$ cat src/hdl/bvsm_pkg.sv
`default_nettype none
package bvsm_pkg;

   localparam int ADDR_W     = 5;
   localparam int DATA_W     = 32;
   localparam int RAW_W      = 12;
   localparam int MV_W       = 16;
   localparam int TIME_W     = 32;
   localparam int LEVEL_W    = 3;
   localparam int COUNT_W    = 8;
   localparam int TREND_W    = 20;
   localparam int SCALE_W    = 27;            // divider (Q6.10) times ADC reference in mV
   localparam int PROD_W     = RAW_W + SCALE_W;
   localparam int MV_SHIFT   = 22;            // 4096 codes times 1024 divider scale

   // register indexes (byte address is 4 times the index)
   localparam logic [2:0] REG_DIVIDER  = 3'd0;
   localparam logic [2:0] REG_WARNING  = 3'd1;
   localparam logic [2:0] REG_LOW      = 3'd2;
   localparam logic [2:0] REG_CRITICAL = 3'd3;
   localparam logic [2:0] REG_ENABLE   = 3'd4;
   localparam logic [2:0] REG_CONFIRM  = 3'd5;
   localparam logic [2:0] REG_TREND_S  = 3'd6;
   localparam logic [2:0] REG_DROP     = 3'd7;

   // reported level codes
   localparam logic [LEVEL_W-1:0] LEVEL_OK       = 3'd0;
   localparam logic [LEVEL_W-1:0] LEVEL_WARNING  = 3'd1;
   localparam logic [LEVEL_W-1:0] LEVEL_LOW      = 3'd2;
   localparam logic [LEVEL_W-1:0] LEVEL_CRITICAL = 3'd3;
   localparam logic [LEVEL_W-1:0] LEVEL_ERROR    = 3'd4;

   localparam logic [MV_W-1:0]    DIVIDER_RESET  = 16'd11264;
   localparam logic [SCALE_W-1:0] SCALE_RESET    = 27'd20275200;
   localparam logic [MV_W-1:0]    WARNING_RESET  = 16'd10500;
   localparam logic [MV_W-1:0]    LOW_RESET      = 16'd9900;
   localparam logic [MV_W-1:0]    CRITICAL_RESET = 16'd9600;
   localparam logic [COUNT_W-1:0] CONFIRM_RESET  = 8'd3;
   localparam logic [TREND_W-1:0] TREND_S_RESET  = 20'd7200;
   localparam logic [MV_W-1:0]    DROP_RESET     = 16'd300;

   typedef struct packed {
      logic [SCALE_W-1:0] scale;
      logic [MV_W-1:0]    warning_mv;
      logic [MV_W-1:0]    low_mv;
      logic [MV_W-1:0]    critical_mv;
      logic               shutdown_enable;
      logic [COUNT_W-1:0] confirm_count;
      logic [TREND_W-1:0] trend_min_s;
      logic [MV_W-1:0]    trend_drop_mv;
   } cfg_type;

   typedef struct packed {
      logic [MV_W-1:0]    pack_mv;
      logic [LEVEL_W-1:0] level;
      logic               shutdown_trigger;
      logic [COUNT_W-1:0] critical_run;
   } result_type;

endpackage
`default_nettype wire

$ cat src/hdl/bvsm_csr.sv
`default_nettype none
module bvsm_csr
   import bvsm_pkg::*;
(
   input  wire logic              clock,
   input  wire logic              reset,
   input  wire logic              psel,
   input  wire logic              penable,
   input  wire logic              pwrite,
   input  wire logic [ADDR_W-1:0] paddr,
   input  wire logic [DATA_W-1:0] pwdata,
   output logic      [DATA_W-1:0] prdata,
   output logic                   pready,
   output cfg_type                cfg
);

   logic [MV_W-1:0]    divider_ff;
   logic [SCALE_W-1:0] scale_ff, scale_in;
   logic [MV_W-1:0]    warning_ff, low_ff, critical_ff, drop_ff;
   logic               enable_ff;
   logic [COUNT_W-1:0] confirm_ff;
   logic [TREND_W-1:0] trend_s_ff;
   logic               wr_en;
   logic [2:0]         reg_idx;

   assign pready  = 1'b1;
   assign wr_en   = psel & penable & pwrite;
   assign reg_idx = paddr[4:2];

   // divider times 1800 (1024 + 512 + 256 + 8), kept ready for the multiplier
   assign scale_in = {1'b0, pwdata[15:0], 10'd0} + {2'b0, pwdata[15:0], 9'd0}
                   + {3'b0, pwdata[15:0], 8'd0} + {8'd0, pwdata[15:0], 3'd0};

   always_ff @(posedge clock) begin
      if (reset) begin
         divider_ff  <= DIVIDER_RESET;
         scale_ff    <= SCALE_RESET;
         warning_ff  <= WARNING_RESET;
         low_ff      <= LOW_RESET;
         critical_ff <= CRITICAL_RESET;
         enable_ff   <= 1'b0;
         confirm_ff  <= CONFIRM_RESET;
         trend_s_ff  <= TREND_S_RESET;
         drop_ff     <= DROP_RESET;
      end else if (wr_en) begin
         case (reg_idx)
            REG_DIVIDER: begin
               divider_ff <= pwdata[15:0];
               scale_ff   <= scale_in;
            end
            REG_WARNING:  warning_ff  <= pwdata[15:0];
            REG_LOW:      low_ff      <= pwdata[15:0];
            REG_CRITICAL: critical_ff <= pwdata[15:0];
            REG_ENABLE:   enable_ff   <= pwdata[0];
            REG_CONFIRM:  confirm_ff  <= pwdata[7:0];
            REG_TREND_S:  trend_s_ff  <= pwdata[19:0];
            REG_DROP:     drop_ff     <= pwdata[15:0];
            default: ;
         endcase
      end
   end

   always_comb begin
      case (reg_idx)
         REG_DIVIDER:  prdata = {16'd0, divider_ff};
         REG_WARNING:  prdata = {16'd0, warning_ff};
         REG_LOW:      prdata = {16'd0, low_ff};
         REG_CRITICAL: prdata = {16'd0, critical_ff};
         REG_ENABLE:   prdata = {31'd0, enable_ff};
         REG_CONFIRM:  prdata = {24'd0, confirm_ff};
         REG_TREND_S:  prdata = {12'd0, trend_s_ff};
         REG_DROP:     prdata = {16'd0, drop_ff};
         default:      prdata = '0;
      endcase
   end

   assign cfg.scale           = scale_ff;
   assign cfg.warning_mv      = warning_ff;
   assign cfg.low_mv          = low_ff;
   assign cfg.critical_mv     = critical_ff;
   assign cfg.shutdown_enable = enable_ff;
   assign cfg.confirm_count   = confirm_ff;
   assign cfg.trend_min_s     = trend_s_ff;
   assign cfg.trend_drop_mv   = drop_ff;

endmodule
`default_nettype wire

$ cat src/hdl/bvsm_scale.sv
`default_nettype none
module bvsm_scale
   import bvsm_pkg::*;
(
   input  wire logic [RAW_W-1:0]   raw,
   input  wire logic [SCALE_W-1:0] scale,
   output logic      [MV_W-1:0]    mv
);

   logic [PROD_W-1:0] product;

   assign product = PROD_W'(raw) * PROD_W'(scale);

   // quotient by 2^22 is 17 bits; saturate when the top bit is set
   assign mv = product[PROD_W-1] ? {MV_W{1'b1}} : product[PROD_W-2:MV_SHIFT];

endmodule
`default_nettype wire

$ cat src/hdl/bvsm_decide.sv
`default_nettype none
module bvsm_decide
   import bvsm_pkg::*;
(
   input  wire logic              clock,
   input  wire logic              reset,
   input  wire logic              update,
   input  wire logic              sample_valid,
   input  wire logic [MV_W-1:0]   mv,
   input  wire logic [TIME_W-1:0] now_seconds,
   input  wire cfg_type           cfg,
   output result_type             result
);

   logic [COUNT_W-1:0] count_ff, count_in;
   logic               active_ff, active_in;
   logic [TIME_W-1:0]  start_time_ff, start_time_in;
   logic [MV_W-1:0]    start_mv_ff, start_mv_in;
   logic               below_crit, below_low, below_warn;
   logic [TIME_W-1:0]  elapsed;
   logic [MV_W:0]      drop;
   logic               trend;
   logic [LEVEL_W-1:0] level;

   assign below_crit = mv <= cfg.critical_mv;
   assign below_low  = mv <= cfg.low_mv;
   assign below_warn = mv <= cfg.warning_mv;

   assign count_in = !below_crit ? '0
                   : (&count_ff) ? count_ff : count_ff + 1'b1;

   // latch time and voltage on the first sample of a warning episode
   assign active_in     = below_warn;
   assign start_time_in = !below_warn ? '0 : active_ff ? start_time_ff : now_seconds;
   assign start_mv_in   = !below_warn ? '0 : active_ff ? start_mv_ff : mv;

   assign elapsed = now_seconds - start_time_in;
   assign drop    = {1'b0, start_mv_in} - {1'b0, mv};
   assign trend   = below_warn && (elapsed >= TIME_W'(cfg.trend_min_s))
                    && !drop[MV_W] && (drop[MV_W-1:0] >= cfg.trend_drop_mv);

   always_comb begin
      if (!sample_valid)   level = LEVEL_ERROR;
      else if (below_crit) level = LEVEL_CRITICAL;
      else if (below_low)  level = LEVEL_LOW;
      else if (below_warn) level = LEVEL_WARNING;
      else                 level = LEVEL_OK;
   end

   assign result.pack_mv          = sample_valid ? mv : '0;
   assign result.level            = level;
   assign result.shutdown_trigger = sample_valid && cfg.shutdown_enable && below_crit
                                    && ((count_in >= cfg.confirm_count) || trend);
   assign result.critical_run     = sample_valid ? count_in : count_ff;

   // a failed ADC read leaves all state alone
   always_ff @(posedge clock) begin
      if (reset) begin
         count_ff      <= '0;
         active_ff     <= 1'b0;
         start_time_ff <= '0;
         start_mv_ff   <= '0;
      end else if (update && sample_valid) begin
         count_ff      <= count_in;
         active_ff     <= active_in;
         start_time_ff <= start_time_in;
         start_mv_ff   <= start_mv_in;
      end
   end

endmodule
`default_nettype wire

$ cat src/hdl/battery_voltage_shutdown_monitor.sv
// Battery pack voltage monitor. Each transaction on the req_ channel carries one 12-bit ADC
// sample, a read-success flag and a seconds timestamp; the rsp_ channel returns one result per
// sample, in order: pack millivolts (raw * 1800 * divider / 2^22, saturated), level, shutdown
// trigger and the consecutive critical count. Throughput is one sample per clock while
// rsp_ready is high. An accepted req goes into the input register, which feeds the 12x27
// scaling multiply, the threshold compares and the critical counter and warning episode
// update, all combinational, into the result register that drives rsp_valid. When rsp_ready
// is low the result register holds, the input register fills behind it, and req_ready then
// drops until the result is taken. Thresholds and the divider are APB registers at byte
// offsets 0x00..0x1C; write them only while no sample is in flight.
`default_nettype none
module battery_voltage_shutdown_monitor
   import bvsm_pkg::*;
(
   input  wire logic               clock,
   input  wire logic               reset,
   input  wire logic               req_valid,
   output logic                    req_ready,
   input  wire logic [RAW_W-1:0]   req_sample_raw,
   input  wire logic               req_sample_valid,
   input  wire logic [TIME_W-1:0]  req_now_seconds,
   output logic                    rsp_valid,
   input  wire logic               rsp_ready,
   output logic      [MV_W-1:0]    rsp_pack_mv,
   output logic      [LEVEL_W-1:0] rsp_level,
   output logic                    rsp_shutdown_trigger,
   output logic      [COUNT_W-1:0] rsp_critical_run,
   input  wire logic               csr_psel,
   input  wire logic               csr_penable,
   input  wire logic               csr_pwrite,
   input  wire logic [ADDR_W-1:0]  csr_paddr,
   input  wire logic [DATA_W-1:0]  csr_pwdata,
   output logic      [DATA_W-1:0]  csr_prdata,
   output logic                    csr_pready
);

   cfg_type            cfg;
   logic               s1_valid_ff, out_valid_ff;
   logic [RAW_W-1:0]   s1_raw_ff;
   logic               s1_sval_ff;
   logic [TIME_W-1:0]  s1_now_ff;
   logic [MV_W-1:0]    s1_mv;
   result_type         out_ff, out_in;
   logic               out_ready, s1_ready;
   logic               s1_move;

   bvsm_csr u_csr (
      .clock   (clock),
      .reset   (reset),
      .psel    (csr_psel),
      .penable (csr_penable),
      .pwrite  (csr_pwrite),
      .paddr   (csr_paddr),
      .pwdata  (csr_pwdata),
      .prdata  (csr_prdata),
      .pready  (csr_pready),
      .cfg     (cfg)
   );

   assign out_ready = !out_valid_ff || rsp_ready;
   assign s1_ready  = !s1_valid_ff || out_ready;
   assign req_ready = s1_ready;
   assign s1_move   = s1_valid_ff && out_ready;

   bvsm_scale u_scale (
      .raw   (s1_raw_ff),
      .scale (cfg.scale),
      .mv    (s1_mv)
   );

   bvsm_decide u_decide (
      .clock        (clock),
      .reset        (reset),
      .update       (s1_move),
      .sample_valid (s1_sval_ff),
      .mv           (s1_mv),
      .now_seconds  (s1_now_ff),
      .cfg          (cfg),
      .result       (out_in)
   );

   always_ff @(posedge clock) begin
      if (reset) begin
         s1_valid_ff  <= 1'b0;
         out_valid_ff <= 1'b0;
      end else begin
         if (s1_ready)  s1_valid_ff  <= req_valid;
         if (out_ready) out_valid_ff <= s1_valid_ff;
      end
   end

   always_ff @(posedge clock) begin
      if (req_valid && s1_ready) begin
         s1_raw_ff  <= req_sample_raw;
         s1_sval_ff <= req_sample_valid;
         s1_now_ff  <= req_now_seconds;
      end
      if (s1_move) begin
         out_ff <= out_in;
      end
   end

   assign rsp_valid            = out_valid_ff;
   assign rsp_pack_mv          = out_ff.pack_mv;
   assign rsp_level            = out_ff.level;
   assign rsp_shutdown_trigger = out_ff.shutdown_trigger;
   assign rsp_critical_run     = out_ff.critical_run;

endmodule
`default_nettype wire

$ cat config.mk
export PLATFORM = sky130hd
export DESIGN_NAME = battery_voltage_shutdown_monitor
export DESIGN_NICKNAME = d
export VERILOG_FILES = /design/src/hdl/bvsm_pkg.sv /design/src/hdl/bvsm_csr.sv /design/src/hdl/bvsm_scale.sv /design/src/hdl/bvsm_decide.sv /design/src/hdl/battery_voltage_shutdown_monitor.sv
export SDC_FILE = /design/constraint.sdc
export NUM_CORES = 1
export LEC_CHECK = 0
export BUFFER_PORTS_ARGS = -buffer_cell sky130_fd_sc_hd__buf_2
export CAP_MARGIN = 20
export CORE_UTILIZATION = 59
export CTS_CLUSTER_DIAMETER = 40
export DETAILED_ROUTE_END_ITERATION = 8
export HOLD_SLACK_MARGIN = 0.02
export PLACE_DENSITY = 0.78
export SLEW_MARGIN = 10
export SYNTH_ARGS = -nofsm -noshare
export SYNTH_HDL_FRONTEND = slang
export SYNTH_SLANG_ARGS = --single-unit
$ cat constraint.sdc
create_clock -name clock -period 15.8 [get_ports clock]
set_clock_uncertainty 0.15 [all_clocks]
set_input_delay 0.79 -clock clock [delete_from_list [all_inputs] [get_ports clock]]
set_output_delay 0.79 -clock clock [all_outputs]
set_load 0.03 [all_outputs]
==> results.yml, run 1 <==
synth:
  synth_cells: 2944
  yosys_warnings: 0
  synth_top_area_share_pct: 19.74
  synth.avg_cell_area_sq_um: 8.508
  synth_area_sq_mm: 0.02505
  synth_edf_count: 73
  synth_common_cells: "nand2_1 (558), inv_1 (380), fa_1 (247)"
  ys_seq_area_share_pct: 23.70
  yosysMostFrequentCell: "nand2_1"
  synth_seq_cells: 260
  synth_top_area_cell: "fa_1"
  ys_types: 68
  synthArstFlopShare_pct: 0
  synth_ff_type: "dfxtp_1"
  synthTopCellsByArea: "fa_1 (20%), dfxtp_1 (15%), ha_1 (12%)"
die:
  start_util_pct: 59.71
  die_w_microns: 208.0
  rows: 75
  dieArea_sq_mm: 0.04328
  core_sq_mm: 0.04195
  ioPinCount: 152
  die_y_microns: 208.0
layout:
  diodes: 0
  n_fill_cell: 3474
  areaGrowthSynthToFinish_pct: 9.686
  fin_nets: 3568
  fin_area_sq_mm: 0.02747
  drive_above_1_share_pct: 9.742
  seqCellArea_sq_mm: 0.005936
  multi_input_area_sq_mm: 0.01711
placement:
  postPlaceCellArea_sq_mm: 0.02597
  io_buffers: 124
  hpwl_mm: 51.78
  post-place-ws_ns: 1.085
  gp_congestion: 0.9950
sta:
  layout_setup_ws_ns: 1.173
  finalHoldViolCount: 0
  tns_ns: 0
  worst_pin_slew_ns: 1.051
  setup_viol: 0
  rsz0062_at_grt: "false"
  slew_headroom_pct: 29.94
  finalCritPeriodShare_pct: 92.58
  clock.fmax_mhz: 68.36
  timing.final.crit_period_ns: 14.63
  maxSlewViolCount: 0
drt:
  routedWlPerCell_microns: 19.29
  viasPerCell: 5.899
  antenna_left: 0
  drc: 2
  drt_first_pass_iters: 8
  drtIter0Drc: 1681
  routed_wl_mm: 68.82
  route.vias.total: 21040
clock_tree:
  clock_latency_ns: 0.58
  htree_levels: 2
  cts_buffers: 42
  cts_tree: "built"
  clockBufferDepth: 3
  clock_sinks: 260
  cts_root_buf: "clkbuf_16"
  clk_pin_slew_ns: 0.06
grt:
  grt_pass1_vias: 21310
  grt_max_degree: 85
  grt_pass1_wl_mm: 111.8
  antenna_found_initial: 2
  gr-total-overflow: 0
  grt_use_total_pct: 32.68
pwr:
  p_leak_nw: 12.41
  peakVddDrop_mv: 0.3062
  p_sw_w: 0.003416
  seqPwrFrac_pct: 11.5
  p_int_w: 0.003391
  p_sw_share_pct: 50.19
  power.density_mw_per_mm2: 247.8
  p_comb_share_pct: 74.3
  clkPwrFrac_pct: 14.2
setup_path:
  r2r_cells: 53
  slowest_delay_ns: 1.03
  cp_slowest_cell: "edfxtp_1"
  crit_required_ns: 15.94
  cp-start-kind: "flop"
  crit_fanout: 24
  critPathKind: "flop to flop"
  setup.worst_path.end_class: "flop"
  crit_arrival_ns: 14.76
worst_hold_path:
  hold_path_class: "input port to flop"
  hold_depth: 1
outcome:
  status: "complete, but fails checks"
  failed_checks: "design-rule violations"
run:
  maxCapViolCount: 0
[final cells by class]
class / instances / share of cell area (%)
clock buffer: 49 / 4.035
clock inverter: 28 / 1.334
inverter: 382 / 5.219
multi-input combinational: 2157 / 62.27
sequential: 260 / 21.61
tap: 539 / 2.455
timing repair buffer: 152 / 3.079
[cells in the final DEF (no fill, tap or decap), types with 19 or more instances in the layout]
cell type,synthesis,routed
nor2_1,144,144
fa_1,247,247
and2_1,96,95
buf_2,2,123
a21o_1,32,32
buf_4,13,28
mux2i_1,33,33
a211oi_1,20,20
ha_1,237,237
and3_1,19,19
nand2_1,558,557
edfxtp_1,73,73
inv_1,380,380
o211ai_1,29,29
nand2b_1,24,24
dfxtp_1,187,187
a21oi_1,223,223
xnor2_1,36,35
nor2b_1,21,21
xor2_1,27,27
clkbuf_16,0,43
nand4_1,21,21
mux2_2,37,37
nor3_1,22,21
o21ai_0,91,91
o21a_1,48,48
nand3_1,33,33
[what timing repair did]
| action | 4_1_cts | 5_1_grt |
|---|---|---|
| setup endpoints to repair | 0 | 1 |
| resized for setup | 0 | 1 |
| hold buffers | 0 | 0 |
| buffers inserted | 0 | 0 |
[path summary, 6_finish.rpt]
path	startpoint	endpoint	slack, ns
worst min-delay path	req_now_seconds[14]	s1_now_ff[14]$_DFFE_PP_	0.23
worst max register to register	s1_raw_ff[8]$_DFFE_PP_	rsp_shutdown_trigger$_DFFE_PP_	1.17
worst max-delay path	s1_raw_ff[8]$_DFFE_PP_	rsp_shutdown_trigger$_DFFE_PP_	1.17
worst min register to register	u_csr.low_ff[1]$_SDFFE_PP0P_	u_csr.low_ff[1]$_SDFFE_PP0P_	0.31
[layer usage]
metal / global-route usage, % / part of all wire [%]
met5: 0 / 0.019
met3: 6.143 / 9.5
met2: 51.49 / 45
met4: 9.885 / 2.7
met1: 45.76 / 43
[kinds of logic after synthesis]
group           share of synthesized area, %
flops                                  23.70
simple gates                           17.44
compound gates                         13.16
other cells                          0.02998
mux                                    3.612
xor+xnor                               2.203
buf+inv                                8.273
fa+ha+maj                              31.58
[worst max-delay path, delay by kind of cell (launching register included)]
family                   cells  cell delay (ns)
adder cells (fa/ha/maj)     10             4.25
buffers and inverters        5             0.57
AO/OA/AOI/OAI               22             4.98
XOR/XNOR                     2             0.70
AND/OR/NAND/NOR             14             2.64
flip-flops                   1             1.03
[power groups by stage]
| stage | Clock (W) | Combinational (W) | Sequential, W |
|---|---|---|---|
| after floorplan | 0 | 0.00370 | 0.000816 |
| after global placement | 0 | 0.00474 | 0.000797 |
| after detailed placement | 0 | 0.00490 | 0.000799 |
| after CTS | 0.000975 | 0.00496 | 0.000786 |
| after global routing | 0.00101 | 0.00570 | 0.000791 |
| final | 0.000966 | 0.00505 | 0.000786 |
[sequential cells by signal (all words and copies together) (netlist names)]
name,flops
rsp_critical_run,8
rsp_level,3
rsp_pack_mv,16
rsp_shutdown_trigger,1
rsp_valid,1
s1_now_ff,32
s1_raw_ff,12
s1_sval_ff,1
s1_valid_ff,1
u_csr.confirm_ff,8
u_csr.critical_ff,16
u_csr.divider_ff,11
u_csr.drop_ff,16
u_csr.enable_ff,1
u_csr.low_ff,16
u_csr.scale_ff,24
u_csr.trend_s_ff,20
u_csr.warning_ff,16
u_decide.active_ff,1
u_decide.count_ff,8
u_decide.start_mv_ff,16
u_decide.start_time_ff,32
[metrics by stage]
step | cells | hold slack [ns] | utilization [%] | power (W)
after detailed placement | 3489 | 0.2911 | 61.90 | 0.005698
final | 3567 | 0.2325 | 65.49 | 0.006807
after floorplan | 2955 | 0.2698 | - | 0.004512
after global routing | 3567 | 0.2193 | 65.49 | 0.007493
after global placement | 3489 | 0.2808 | 61.90 | 0.005541
after CTS | 3566 | 0.2109 | 65.42 | 0.006717
(Power assumes the default switching activity.)
==> inputs of run 2 (changes only) <==
--- a/config.mk
+++ b/config.mk
@@ -7,11 +7,13 @@
 export LEC_CHECK = 0
 export BUFFER_PORTS_ARGS = -buffer_cell sky130_fd_sc_hd__buf_2
 export CAP_MARGIN = 20
-export CORE_UTILIZATION = 59
+export CELL_PAD_IN_SITES_DETAIL_PLACEMENT = 1
+export CELL_PAD_IN_SITES_GLOBAL_PLACEMENT = 1
+export CORE_UTILIZATION = 48
 export CTS_CLUSTER_DIAMETER = 40
 export DETAILED_ROUTE_END_ITERATION = 8
 export HOLD_SLACK_MARGIN = 0.02
-export PLACE_DENSITY = 0.78
+export PLACE_DENSITY = 0.82
 export SLEW_MARGIN = 10
 export SYNTH_ARGS = -nofsm -noshare
 export SYNTH_HDL_FRONTEND = slang
==> run 2 against run 1 <==
The flow now finishes without violations; global-route usage down 1.3 points; utilization decreased by 11 points; power up 6.0%; final area rose by 1.4%; critical endpoint unchanged; highest routed layer unchanged.
==> results.yml, run 2 (synthesis gave the netlist of run 1 again) <==
clock_tree:
  clockBufferDepth: 3
  clk_pin_slew_ns: 0.06
  postCtsResizedCells: 0
  htree_levels: 2
  clock_latency_ns: 0.59
  post_cts_buffers: 0
  clock_sinks: 260
  cts_tree: "built"
  holdBufCountCts: 0
  cts_buffers: 48
  cts_root_buf: "clkbuf_16"
setup_path:
  cp-start-kind: "flop"
  cp_slowest_cell: "edfxtp_1"
  crit_required_ns: 15.98
  critPathKind: "flop to flop"
  crit_top_cell: "fa_1"
  setup.worst_path.end_class: "flop"
  crit_fanout: 24
  slowest_delay_ns: 1.01
  crit_arrival_ns: 15.24
drt:
  antenna_left: 0
  drt_first_pass_iters: 5
  route.vias.total: 21500
  drtIter0Drc: 1253
  drc: 0
  routedWlPerCell_microns: 21.94
  viasPerCell: 5.774
  routed_wl_mm: 81.72
placement:
  io_buffers: 124
  hpwl_mm: 62.08
  place_inst: 3634
  postPlaceCellArea_sq_mm: 0.02618
  gp_congestion: 0.9294
  post-place-ws_ns: 1.128
sta:
  setup_viol: 0
  finalCritPeriodShare_pct: 95.34
  layout_setup_ws_ns: 0.7365
  rsz0062_at_grt: "false"
  hold-worst-slack_ns: 0.2107
  maxSlewViolCount: 0
  worst_pin_slew_ns: 1.131
  timing.final.crit_period_ns: 15.06
  clock.fmax_mhz: 66.39
  slew_headroom_pct: 24.57
  tns_ns: 0
  finalHoldViolCount: 0
layout:
  instances_no_fill: 3724
  fin_nets: 3577
  areaGrowthSynthToFinish_pct: 11.27
  diodes: 0
  final_cell_mix: "nand2_1 (557), inv_1 (380), fa_1 (247)"
  final_common_cell: "nand2_1"
  top_regs: "s1_now_ff (32), u_decide.start_time_ff (32), u_csr.scale_ff (24)"
  fin_area_sq_mm: 0.02787
  drive_above_1_share_pct: 10.25
die:
  core_sq_mm: 0.05141
  die_w_microns: 230.4
  dieArea_sq_mm: 0.05310
  die_y_microns: 230.4
  start_util_pct: 48.72
  rows: 83
  ioPinCount: 152
pwr:
  peakVddDrop_mv: 0.3513
  p_leak_nw: 12.53
  power.density_mw_per_mm2: 258.8
outcome:
  status: "complete, no violations"
worst_hold_path:
  hold_path_class: "input port to flop"
grt:
  grt_pass1_wl_mm: 129.4
  grt_pass1_vias: 23500
  grt_max_degree: 89
  gr-total-overflow: 0
  grt_use_total_pct: 31.35
  antenna_found_initial: 1
run:
  maxCapViolCount: 0
-- run 2: cell types whose count changed in the layout (fill, tap and decap cells not counted), sizes merged --
cell and delta:
clkinv +10, bufinv +3, clkbuf +2, inv -2, buf +3
-- run 2: stage by stage --
step / utilization [%] / total power, W
finish: 54.21 / 0.007213
CTS: 54.21 / 0.007171
global route: 54.21 / 0.007881
global placement: 50.93 / 0.005729
floorplan: - / 0.004512
detailed placement: 50.93 / 0.006022
-- run 2: final timing paths --
check,from,endpoint,slack (ns),depth (start not counted)
worst max-delay path,s1_raw_ff[8]$_DFFE_PP_,rsp_shutdown_trigger$_DFFE_PP_,0.74,55
worst min-delay path,req_now_seconds[16],s1_now_ff[16]$_DFFE_PP_,0.21,1
worst max register to register,s1_raw_ff[8]$_DFFE_PP_,rsp_shutdown_trigger$_DFFE_PP_,0.74,55
worst min register to register,u_decide.start_mv_ff[7]$_SDFFE_PP0P_,u_decide.start_mv_ff[7]$_SDFFE_PP0P_,0.30,2
-- run 2: layer usage --
| metal | global-route usage [%] | routed length [microns] |
|---|---|---|
| met1 | 40.30 | 35130 |
| met2 | 53.51 | 39590 |
| met3 | 4.842 | 4591 |
| met4 | 10.80 | 2398 |
| met5 | 0 | 11 |
-- run 2: final cells by class --
cell class	instances	area [sq um]
fillers	6067	23540
multi-input cells	2157	17110
flip-flops and latches	260	5936
inverters	382	1434
clock buffers	51	1212
repair buffers	155	855.8
well taps	680	850.8
clock inverters	39	475.5
-- run 2: worst max-delay path: cells and delay by family, from the launching register on --
kind | cells | cell delay, ns
AO/OA/AOI/OAI | 23 | 5.46
adder cells (fa/ha/maj) | 10 | 4.28
AND/OR/NAND/NOR | 14 | 2.64
flip-flops | 1 | 1.01
buffers and inverters | 6 | 0.75
XOR/XNOR | 2 | 0.46
-- run 2: power breakdown --
| part | switching (W) | total, W | internal [W] |
|---|---|---|---|
| sequential | 0.0000365 | 0.000789 | 0.000752 |
| combinational | 0.00325 | 0.00534 | 0.00209 |
| clock | 0.000402 | 0.00109 | 0.000686 |
